<file path="src/rtl/kfb_pkg.sv">
package kfb_pkg;

  localparam int unsigned BYTE_W    = 8;
  localparam int unsigned LEN_W     = BYTE_W + 2;
  localparam int unsigned SLOTS     = 3;
  localparam logic [BYTE_W-1:0] BYTE_MAX  = 8'hff;
  localparam logic [LEN_W-1:0]  LEN_EXTRA = 10'd2;

  typedef struct packed {
    logic [BYTE_W-1:0] in_byte;
    logic              is_type;
    logic              part_last;
    logic [BYTE_W-1:0] data_count;
  } in_item_t;

  typedef struct packed {
    logic [BYTE_W-1:0] out_byte;
    logic              frame_last;
    logic              length_error;
  } out_item_t;

  // Bytes caused by one request, oldest in slot 0; n is 1 to 3.
  typedef struct packed {
    out_item_t [SLOTS-1:0] slot;
    logic [1:0]            n;
  } entry_t;

endpackage

</file>
<file path="src/rtl/kfb_front.sv">
module kfb_front
  import kfb_pkg::*;
(
  input  logic     clk,
  input  logic     rst_n,
  input  logic     accept,
  input  in_item_t req,
  output entry_t   entry
);

  logic [BYTE_W-1:0] sum_r, sum_nxt;
  logic [BYTE_W-1:0] tcnt_r, tcnt_nxt;
  logic              in_data_r, in_data_nxt;
  logic              len_err_r, len_err_nxt;

  logic [BYTE_W-1:0] sum_a, sum_b, tcnt_inc, cs_len, cs_data;
  logic [LEN_W-1:0]  total;
  logic              total_err, zero_data;

  always_comb begin
    sum_a     = sum_r + req.in_byte;
    tcnt_inc  = (tcnt_r == BYTE_MAX) ? tcnt_r : tcnt_r + 8'd1;
    total     = LEN_EXTRA + {2'b00, tcnt_inc} + {2'b00, req.data_count};
    total_err = (total[LEN_W-1:BYTE_W] != 2'b00);
    sum_b     = sum_a + total[BYTE_W-1:0];
    cs_len    = 8'h00 - sum_b;
    cs_data   = 8'h00 - sum_a;
    zero_data = (req.data_count == 8'h00);
  end

  always_comb begin
    entry       = '0;
    sum_nxt     = sum_r;
    tcnt_nxt    = tcnt_r;
    in_data_nxt = in_data_r;
    len_err_nxt = len_err_r;
    if (!in_data_r) begin
      entry.slot[0] = '{out_byte: req.in_byte, frame_last: 1'b0, length_error: 1'b0};
      entry.n       = 2'd1;
      sum_nxt       = sum_a;
      tcnt_nxt      = tcnt_inc;
      if (req.part_last) begin
        entry.slot[1] = '{out_byte: total[BYTE_W-1:0], frame_last: 1'b0,
                          length_error: total_err};
        entry.n       = 2'd2;
        sum_nxt       = sum_b;
        len_err_nxt   = total_err;
        in_data_nxt   = 1'b1;
        if (zero_data) begin
          entry.slot[2] = '{out_byte: cs_len, frame_last: 1'b1, length_error: total_err};
          entry.n       = 2'd3;
          sum_nxt       = '0;
          tcnt_nxt      = '0;
          len_err_nxt   = 1'b0;
          in_data_nxt   = 1'b0;
        end
      end
    end else begin
      entry.slot[0] = '{out_byte: req.in_byte, frame_last: 1'b0, length_error: len_err_r};
      entry.n       = 2'd1;
      sum_nxt       = sum_a;
      if (req.part_last) begin
        entry.slot[1] = '{out_byte: cs_data, frame_last: 1'b1, length_error: len_err_r};
        entry.n       = 2'd2;
        sum_nxt       = '0;
        tcnt_nxt      = '0;
        len_err_nxt   = 1'b0;
        in_data_nxt   = 1'b0;
      end
    end
  end

  always_ff @(posedge clk) begin
    if (!rst_n) begin
      sum_r     <= '0;
      tcnt_r    <= '0;
      in_data_r <= 1'b0;
      len_err_r <= 1'b0;
    end else if (accept) begin
      sum_r     <= sum_nxt;
      tcnt_r    <= tcnt_nxt;
      in_data_r <= in_data_nxt;
      len_err_r <= len_err_nxt;
    end
  end

endmodule

</file>
<file path="src/rtl/kfb_fifo.sv">
module kfb_fifo
  import kfb_pkg::*;
#(
  parameter int unsigned DEPTH = 4
) (
  input  logic   clk,
  input  logic   rst_n,
  input  logic   wr_en,
  input  entry_t wr_data,
  input  logic   rd_en,
  output entry_t rd_data,
  output logic   full,
  output logic   empty
);

  localparam int unsigned PTR_W = (DEPTH > 1) ? $clog2(DEPTH) : 1;
  localparam int unsigned CNT_W = $clog2(DEPTH + 1);
  localparam logic [PTR_W-1:0] LAST_PTR = PTR_W'(DEPTH - 1);
  localparam logic [CNT_W-1:0] FULL_CNT = CNT_W'(DEPTH);

  entry_t            slots_r [DEPTH];
  logic [PTR_W-1:0]  wr_ptr_r, rd_ptr_r;
  logic [CNT_W-1:0]  cnt_r;
  logic              do_wr, do_rd;

  assign full    = (cnt_r == FULL_CNT);
  assign empty   = (cnt_r == '0);
  assign do_wr   = wr_en && !full;
  assign do_rd   = rd_en && !empty;
  assign rd_data = slots_r[rd_ptr_r];

  always_ff @(posedge clk) begin
    if (do_wr) begin
      slots_r[wr_ptr_r] <= wr_data;
    end
  end

  always_ff @(posedge clk) begin
    if (!rst_n) begin
      wr_ptr_r <= '0;
      rd_ptr_r <= '0;
      cnt_r    <= '0;
    end else begin
      if (do_wr) begin
        wr_ptr_r <= (wr_ptr_r == LAST_PTR) ? '0 : wr_ptr_r + 1'b1;
      end
      if (do_rd) begin
        rd_ptr_r <= (rd_ptr_r == LAST_PTR) ? '0 : rd_ptr_r + 1'b1;
      end
      case ({do_wr, do_rd})
        2'b10:   cnt_r <= cnt_r + 1'b1;
        2'b01:   cnt_r <= cnt_r - 1'b1;
        default: cnt_r <= cnt_r;
      endcase
    end
  end

endmodule

</file>
<file path="src/rtl/kfb_back.sv">
module kfb_back
  import kfb_pkg::*;
(
  input  logic      clk,
  input  logic      rst_n,
  input  entry_t    q_data,
  input  logic      q_empty,
  output logic      q_pop,
  input  logic      pop,
  output logic      empty,
  output out_item_t out_data
);

  entry_t     cur_r;
  logic       cur_valid_r;
  logic [1:0] idx_r;
  logic       take, at_end, load;

  assign empty    = !cur_valid_r;
  assign out_data = cur_r.slot[idx_r];
  assign take     = pop && cur_valid_r;
  assign at_end   = (idx_r == cur_r.n - 2'd1);
  assign load     = !cur_valid_r || (take && at_end);
  assign q_pop    = load && !q_empty;

  always_ff @(posedge clk) begin
    if (q_pop) begin
      cur_r <= q_data;
    end
  end

  always_ff @(posedge clk) begin
    if (!rst_n) begin
      cur_valid_r <= 1'b0;
      idx_r       <= '0;
    end else if (load) begin
      cur_valid_r <= !q_empty;
      idx_r       <= '0;
    end else if (take) begin
      idx_r <= idx_r + 2'd1;
    end
  end

  a_entry_nonzero: assert property (@(posedge clk) disable iff (!rst_n)
    cur_valid_r |-> (cur_r.n != 2'd0))
    else $error("held entry carries no bytes");

  a_idx_in_range: assert property (@(posedge clk) disable iff (!rst_n)
    cur_valid_r |-> (idx_r < cur_r.n))
    else $error("byte index beyond entry");

  a_last_at_end: assert property (@(posedge clk) disable iff (!rst_n)
    (cur_valid_r && out_data.frame_last) |-> at_end)
    else $error("frame end flagged before last byte of entry");

  a_step_on_pop: assert property (@(posedge clk) disable iff (!rst_n)
    (take && !at_end) |=> (cur_valid_r && idx_r == $past(idx_r) + 2'd1))
    else $error("index did not advance after request taken");

endmodule

</file>
<file path="src/rtl/kline_frame_builder.sv">
// Channel  Ports                      Request moves on
// -------  -------------------------  -----------------------
// input    push, full, in_data        push && !full
// result   empty, pop, out_data       pop && !empty
//
// Each input request is classified combinationally and yields one to three frame bytes
// (one, or two with length or checksum, or three for length plus checksum).
// The result side delivers one byte per cycle while pop is high and bytes wait, so a
// request with k bytes holds it until all are taken; the queue of QUEUE_DEPTH entries
// absorbs this. An accepted request goes through the queue and hold register to out_data.
// Reset (sync, active low) clears queue and frame; full rises only with the queue full.
module kline_frame_builder
  import kfb_pkg::*;
#(
  parameter int unsigned QUEUE_DEPTH = 4
) (
  input  logic      clk,
  input  logic      rst_n,
  input  logic      push,
  output logic      full,
  input  in_item_t  in_data,
  output logic      empty,
  input  logic      pop,
  output out_item_t out_data
);

  entry_t front_entry, q_data;
  logic   accept, q_empty, q_pop;

  assign accept = push && !full;

  kfb_front u_front (
    .clk    (clk),
    .rst_n  (rst_n),
    .accept (accept),
    .req    (in_data),
    .entry  (front_entry)
  );

  kfb_fifo #(
    .DEPTH (QUEUE_DEPTH)
  ) u_fifo (
    .clk     (clk),
    .rst_n   (rst_n),
    .wr_en   (accept),
    .wr_data (front_entry),
    .rd_en   (q_pop),
    .rd_data (q_data),
    .full    (full),
    .empty   (q_empty)
  );

  kfb_back u_back (
    .clk      (clk),
    .rst_n    (rst_n),
    .q_data   (q_data),
    .q_empty  (q_empty),
    .q_pop    (q_pop),
    .pop      (pop),
    .empty    (empty),
    .out_data (out_data)
  );

endmodule

</file>
<file path="config.mk">
export PLATFORM = sky130hd
export DESIGN_NAME = kline_frame_builder
export DESIGN_NICKNAME = d
export VERILOG_FILES = /design/src/rtl/kfb_pkg.sv /design/src/rtl/kfb_front.sv /design/src/rtl/kfb_fifo.sv /design/src/rtl/kfb_back.sv /design/src/rtl/kline_frame_builder.sv
export SDC_FILE = /design/constraint.sdc
export NUM_CORES = 1
export LEC_CHECK = 0
export BUFFER_PORTS_ARGS = -buffer_cell sky130_fd_sc_hd__buf_2
export CAP_MARGIN = 15
export CORE_MARGIN = 2
export CORE_UTILIZATION = 52
export CTS_CLUSTER_SIZE = 28
export DETAILED_ROUTE_END_ITERATION = 12
export MAX_ROUTING_LAYER = met4
export PLACE_DENSITY_LB_ADDON = 0.2
export SYNTH_ARGS = -nofsm -noshare
export SYNTH_HDL_FRONTEND = slang
export SYNTH_HIERARCHICAL = 1
export SYNTH_SLANG_ARGS = --single-unit
</file>
<file path="constraint.sdc">
create_clock -name clk -period 5.95 [get_ports clk]
set_clock_uncertainty 0.1 [all_clocks]
set_input_delay 1.19 -clock clk [delete_from_list [all_inputs] [get_ports clk]]
set_output_delay 1.19 -clock clk [all_outputs]
set_load 0.02 [all_outputs]
</file>
==> Word-level counts from Yosys, hierarchy flattened <==
Memories as Yosys holds them, arrays and structs flattened. A register that Yosys moved wholly into a read port is not among the register bits.
Cells that the tools add are included.
Widths: inputs -> output; s select.
{ "totals": {"regBits": 28, "mem_bits_rw": 128, "inputBits": 22, "out_inout_bits": 12, "elab_cells": 82, "n_memories": 1} }
{ "classes": {"addsub": 13, "magnitude_cmp": 1, "n_eq_ne": 8, "muxes": 32, "n_bitwise": 1, "n_reduce_logical": 17} }
{ "memory_table": {"columns": ["memory", "words", "width", "read_ports", "rd_ports_with_merged_regs", "wr", "line", "text"], "rows": [
  ["u_fifo.slots_r", 4, 32, 1, 1, 1, "kfb_fifo.sv:21", "entry_t slots_r [DEPTH];"]
]} }
{ "ops": {"columns": ["cell", "count"], "rows": [
  ["$mux 8", 9],
  ["$mux 10", 4],
  ["$mux 22", 1],
  ["$bmux 10 s2", 1],
  ["$mux 20", 1],
  ["$add 8x8->8", 2],
  ["$sub 1x8->8 const A", 2],
  ["$mux 1", 11],
  ["$add 10x8->10", 1],
  ["$add 2x8->9 const A", 1],
  ["$add 8x1->8 const B", 1],
  ["$eq 8x8->1 const B", 1],
  ["$logic_not 8->1", 1],
  ["$mux 2", 4],
  ["$add 2x1->2 const B", 3],
  ["$eq 2x2->1 const B", 3],
  ["$logic_and 1x1->1", 6],
  ["$pmux 3 s2", 1],
  ["$reduce_and 2->1", 2],
  ["$reduce_bool 2->1", 2],
  ["$add 3x1->3 const B", 1],
  ["$eq 3x3->1 const B", 1],
  ["$logic_not 1->1", 3],
  ["$logic_not 3->1", 1],
  ["9 further kinds", 9]
]} }

==> Longest topological paths before layout <==
{ "depth": {"ltp_word": 9, "depth_mapped": 20, "mapped_depth_nobuf": 20} }

==> By module <==
Netlist, hierarchy kept.
{ "modules_own_cells": {"columns": ["module", "instances", "cells_per_inst", "area_each_um2", "seq_area_each_um2"], "rows": [
  ["kfb_fifo", 1, 223, 5152.4, 4023.9],
  ["kfb_front", 1, 310, 2428.6, 360.3],
  ["kfb_back", 1, 87, 1352.5, 1021.0],
  ["kline_frame_builder", 1, 1, 13.8, 0.0]
]} }

==> Least setup slack after synthesis <==
OpenSTA, ideal clock, no wires.
{ "synth_path": {"path_kind": "in2reg", "from": "in pop", "to": "reg u_fifo.cnt_r[2]", "setup_time_ns": 0.076, "t_arrival_ns": 4.864, "required_ns": 5.774, "setup_slack_ns": 0.910, "path_stages": 11, "path_buffers": 0, "path_cell_list": "nand3b_1 > mux2_2 > a21oi_1 > o31ai_1 > inv_1 > ha_1 > inv_1 > fa_1 > xor2_1 > or3_1 > a21boi_0"} }
{ "synth_between": {"elab_chain_cells": 7, "word_cells_on_any_way": 9, "cone_classes": "eq/ne: 2; mux: 1; reduce/logical: 6"} }
{ "synth_rtl": {"columns": ["element", "line", "text"], "rows": [
  ["from (decl)", "kline_frame_builder.sv:23", "input logic pop,"],
  ["$logic_and 1x1->1 (*)", "kfb_back.sv:21", "assign take = pop && cur_valid_r;"],
  ["$logic_and 1x1->1 (*)", "kfb_back.sv:23", "assign load = !cur_valid_r || (take && at_end);"],
  ["$logic_or 1x1->1 (*)", "kfb_back.sv:23", null],
  ["$logic_and 1x1->1 (*)", "kfb_back.sv:24", "assign q_pop = load && !q_empty;"],
  ["named net q_pop", "kline_frame_builder.sv:28", "logic accept, q_empty, q_pop;"],
  ["$logic_and 1x1->1 (*)", "kfb_fifo.sv:29", "assign do_rd = rd_en && !empty;"],
  ["named net u_fifo.do_rd", "kfb_fifo.sv:24", "logic do_wr, do_rd;"],
  ["$eq 2x1->1 / $eq 2x2->1 (equally long branches)", "kfb_fifo.sv:50", "case ({do_wr, do_rd})"],
  ["$pmux 3 s2 / $reduce_bool 2->1 (equally long branches)", null, null],
  ["to (signal assigned)", "kfb_fifo.sv:51", "2'b10: cnt_r <= cnt_r + 1'b1;"],
  ["to (signal assigned)", "kfb_fifo.sv:52", "2'b01: cnt_r <= cnt_r - 1'b1;"],
  ["to (signal assigned)", "kfb_fifo.sv:53", "default: cnt_r <= cnt_r;"],
  ["to (decl)", "kfb_fifo.sv:23", "logic [CNT_W-1:0] cnt_r;"]
]} }
Mark *: on every way through the listed nets, which the timed path passes. The rest lies on a longest branch.
A chain may end at the register's enable or synchronous reset.

==> impl_metrics.tcl <==
set metrics [dict create \
    status "completed" \
    cap_violations 0 \
    clk_pin_slew_ns 0.07 \
    synth-xor-area-share_pct 3.26 \
    io_buffers 32 \
    worstSetupPathType "flop to flop" \
    antenna_found_initial 0 \
    ys_types 69 \
    fp-row-count 47 \
    synth_top_area_share_pct 53.7 \
    cts_made_buffers 17 \
    hold_class "flop to flop" \
    min_delay_path_depth 2 \
    diodes 0 \
    worstReg2RegEnd "u_fifo/slots_r[3][31]$_DFFE_PP_" \
    synth_compound_area_share_pct 8.46 \
    min_period_ns 5.40 \
    grt-ovfl-total 0 \
    synth_top_family_by_area "multiplexers" \
    drtIter0Drc 406 \
    syn-num-nets 685 \
    dp.cells 853 \
    synth-seq-cells 190 \
    gp_congestion 0.879 \
    ios 34 \
    tns_ns 0 \
    root_buffer "clkbuf_16" \
    ir_drop_uv 250 \
    hold_viol_final 0 \
    synthAdderAreaFrac_pct 6.21 \
    drc 0 \
    hp-start "u_front/len_err_r$_SDFFE_PN0P_" \
    drt-pass1-iter-count 5 \
    grt_max_degree 33 \
    worst_pin_slew_ns 0.962 \
    tritoncts "done" \
    cp-end-kind "flop" \
    drive_gt1_share_pct 17.4 \
    worst_hold_path.endpoint "u_front/len_err_r$_SDFFE_PN0P_" \
    wl_mm 17.4 \
    ant_nets 0 \
    synth_mux_area_share_pct 10.3 \
    yosys.area_share.simple_pct 7.73 \
    grtUsageTotal_pct 21.1 \
    die_area_mm2 0.0183 \
    maxSlewViolCount 0 \
    timing.fmax_ghz 0.185 \
    synth-edff-count 160 \
    fin_crit_sh_pct 90.7 \
    reg2reg_slack_ns 0.55 \
    core-area_mm2 0.0167 \
    hpwl_mm 11.6 \
    grt_pass1_wl_mm 27.9 \
    syn_inst 621 \
    grt_pass1_vias 5226 \
    post_cts_buffers 0 \
    ctsLongestPathBuffers 2 \
    initial_utilization_pct 53.6 \
    synth_warnings 6 \
    path_max_fanout 10 \
    ys.flop_type "edfxtp_1" \
    synth_area_leaders "edfxtp_1 (54%), mux4_2 (7.6%), dfxtp_1 (6.7%)" \
    viasPerCell 5.92 \
    synth_commonest_cells "edfxtp_1 (160), nor2_1 (43), ha_1 (38), o21ai_0 (31)" \
    h-tree-depth 4 \
    syn_area_per_cell_um2 14.4 \
    cellPowerDensity_mw_per_mm2 461 \
    synth-seq-area-share_pct 60.4 \
    final_util_pct 59.1 \
    async_flop_share_pct 0 \
    nets 716 \
    required_ns 6.06 \
    vias 5235 \
    worstSetupStartpointType "flop" \
    finalSetupViolCount 0 \
    die_h_um 135 \
    die_w_um 135 \
    synth_most_common_cell "edfxtp_1" \
    rr_startpoint "u_front/tcnt_r[0]$_SDFFE_PN0P_" \
    syn_to_final_growth_pct 10.2 \
    wl_per_cell_um 19.7 \
    power_leakage_uw 0.00353 \
    synth_top_area_cell "edfxtp_1" \
    slew-limit-headroom_pct 34.8 \
    insertion_delay_ns 0.43 \
    clock-sinks 190 \
    rsz0062_at_grt "false" \
    reg2reg_depth 20 \
    cp.arrival_ns 5.51 \
    synth_area_mm2 0.00895 \
    layout.cells.non_filler 885 \
]
-- layout by cell type (no fill, tap or decap), drive strengths merged, types with 18 or more instances in the layout --
master  count
a21oi      25
buf        41
clkbuf     26
dfxtp      30
edfxtp    160
ha         38
inv        32
mux2i      18
mux4       32
nand2      28
nor2       43
o21ai      31
-- cells by family after synthesis --
logic type,count (synthesis)
xor+xnor,30
buf+inv,59
fa+ha+maj,42
other cells,1
simple gates,137
mux,51
flops,190
compound gates,111
-- where the power goes --
part | total (µW) | internal (µW) | switching (µW)
logic | 1490 | 608 | 881
clock network | 1120 | 660 | 465
registers | 1930 | 1830 | 107
-- what timing repair did --
action,CTS,global route
endpoints found under the setup margin,0,4
hold buffers,0,0
gates resized for setup,0,1
-- layer usage --
| layer | part of all wire [%] | routed length (µm) | vias up | track usage (%) |
|---|---|---|---|---|
| li1 | - | - | 2451 | - |
| met4 | 1.1 | 194 | 0 | 5.67 |
| met2 | 51 | 8850 | 127 | 35.2 |
| met3 | 4.7 | 813 | 21 | 4.26 |
| met1 | 43 | 7550 | 2636 | 26.8 |
| met5 | 0 | 0 | - | - |
-- sequential cells by signal (all words and copies together) (netlist names), named ones only --
name,flops
u_back/idx_r,2
u_fifo/wr_ptr_r,2
u_back/cur_valid_r,1
u_front/sum_r,8
u_front/in_data_r,1
u_front/len_err_r,1
u_front/tcnt_r,8
u_back/cur_r,32
u_fifo/rd_ptr_r,2
u_fifo/slots_r,128
u_fifo/cnt_r,3
-- final cells by class --
type                    count  area (µm²)
multi-input cells         372        3240
clock inverters             6        41.3
well taps                 220         275
flip-flops and latches    190        5410
fillers                  1314        6840
clock buffers              26         564
repair buffers             41         228
inverters                  30         113
-- critical path, stage by stage, from the launching register on --
cell and delay [ns]:
dfxtp_1 0.49, ha_1 0.26, and3_1 0.24, and3_1 0.25
nand3_2 0.22, nand3_1 0.17, o21a_1 0.16, ha_1 0.27
ha_1 0.31, a21o_1 0.18, a21oi_1 0.24, o21bai_1 0.10
a21oi_1 0.19, xnor2_1 0.20, ha_1 0.31, inv_1 0.13
nor3_1 0.07, a31oi_1 0.13, o2111ai_1 0.26, or4_1 0.59
mux2i_1 0.30
-- per-stage QoR --
stage	total power (µW)	hold WS, ns	setup WS [ns]	area (µm²)
finish	4550	0.384	0.554	9860
detailed placement	3450	0.373	0.554	9250
global placement	3400	0.374	0.679	9250
global route	4800	0.408	0.0659	9860
floorplan	3100	0.351	0.910	8950
CTS	4580	0.383	0.450	9860
-- worst max-delay path by stage --
stage	startpoint	endpoint	slack, ns	cells after the start
finish	u_front/tcnt_r[0]$_SDFFE_PN0P_	u_fifo/slots_r[3][31]$_DFFE_PP_	0.55	20
global route	u_front/tcnt_r[0]$_SDFFE_PN0P_	u_fifo/slots_r[0][31]$_DFFE_PP_	0.07	20
CTS	u_front/tcnt_r[0]$_SDFFE_PN0P_	u_fifo/slots_r[3][31]$_DFFE_PP_	0.45	20
detailed placement	u_front/tcnt_r[0]$_SDFFE_PN0P_	u_fifo/slots_r[1][31]$_DFFE_PP_	0.55	20
global placement	u_front/tcnt_r[0]$_SDFFE_PN0P_	u_fifo/slots_r[2][31]$_DFFE_PP_	0.68	20
floorplan	pop	u_fifo/cnt_r[2]$_SDFFE_PN0P_	0.91	11
Note: power is estimated with default switching activity, not from simulation.
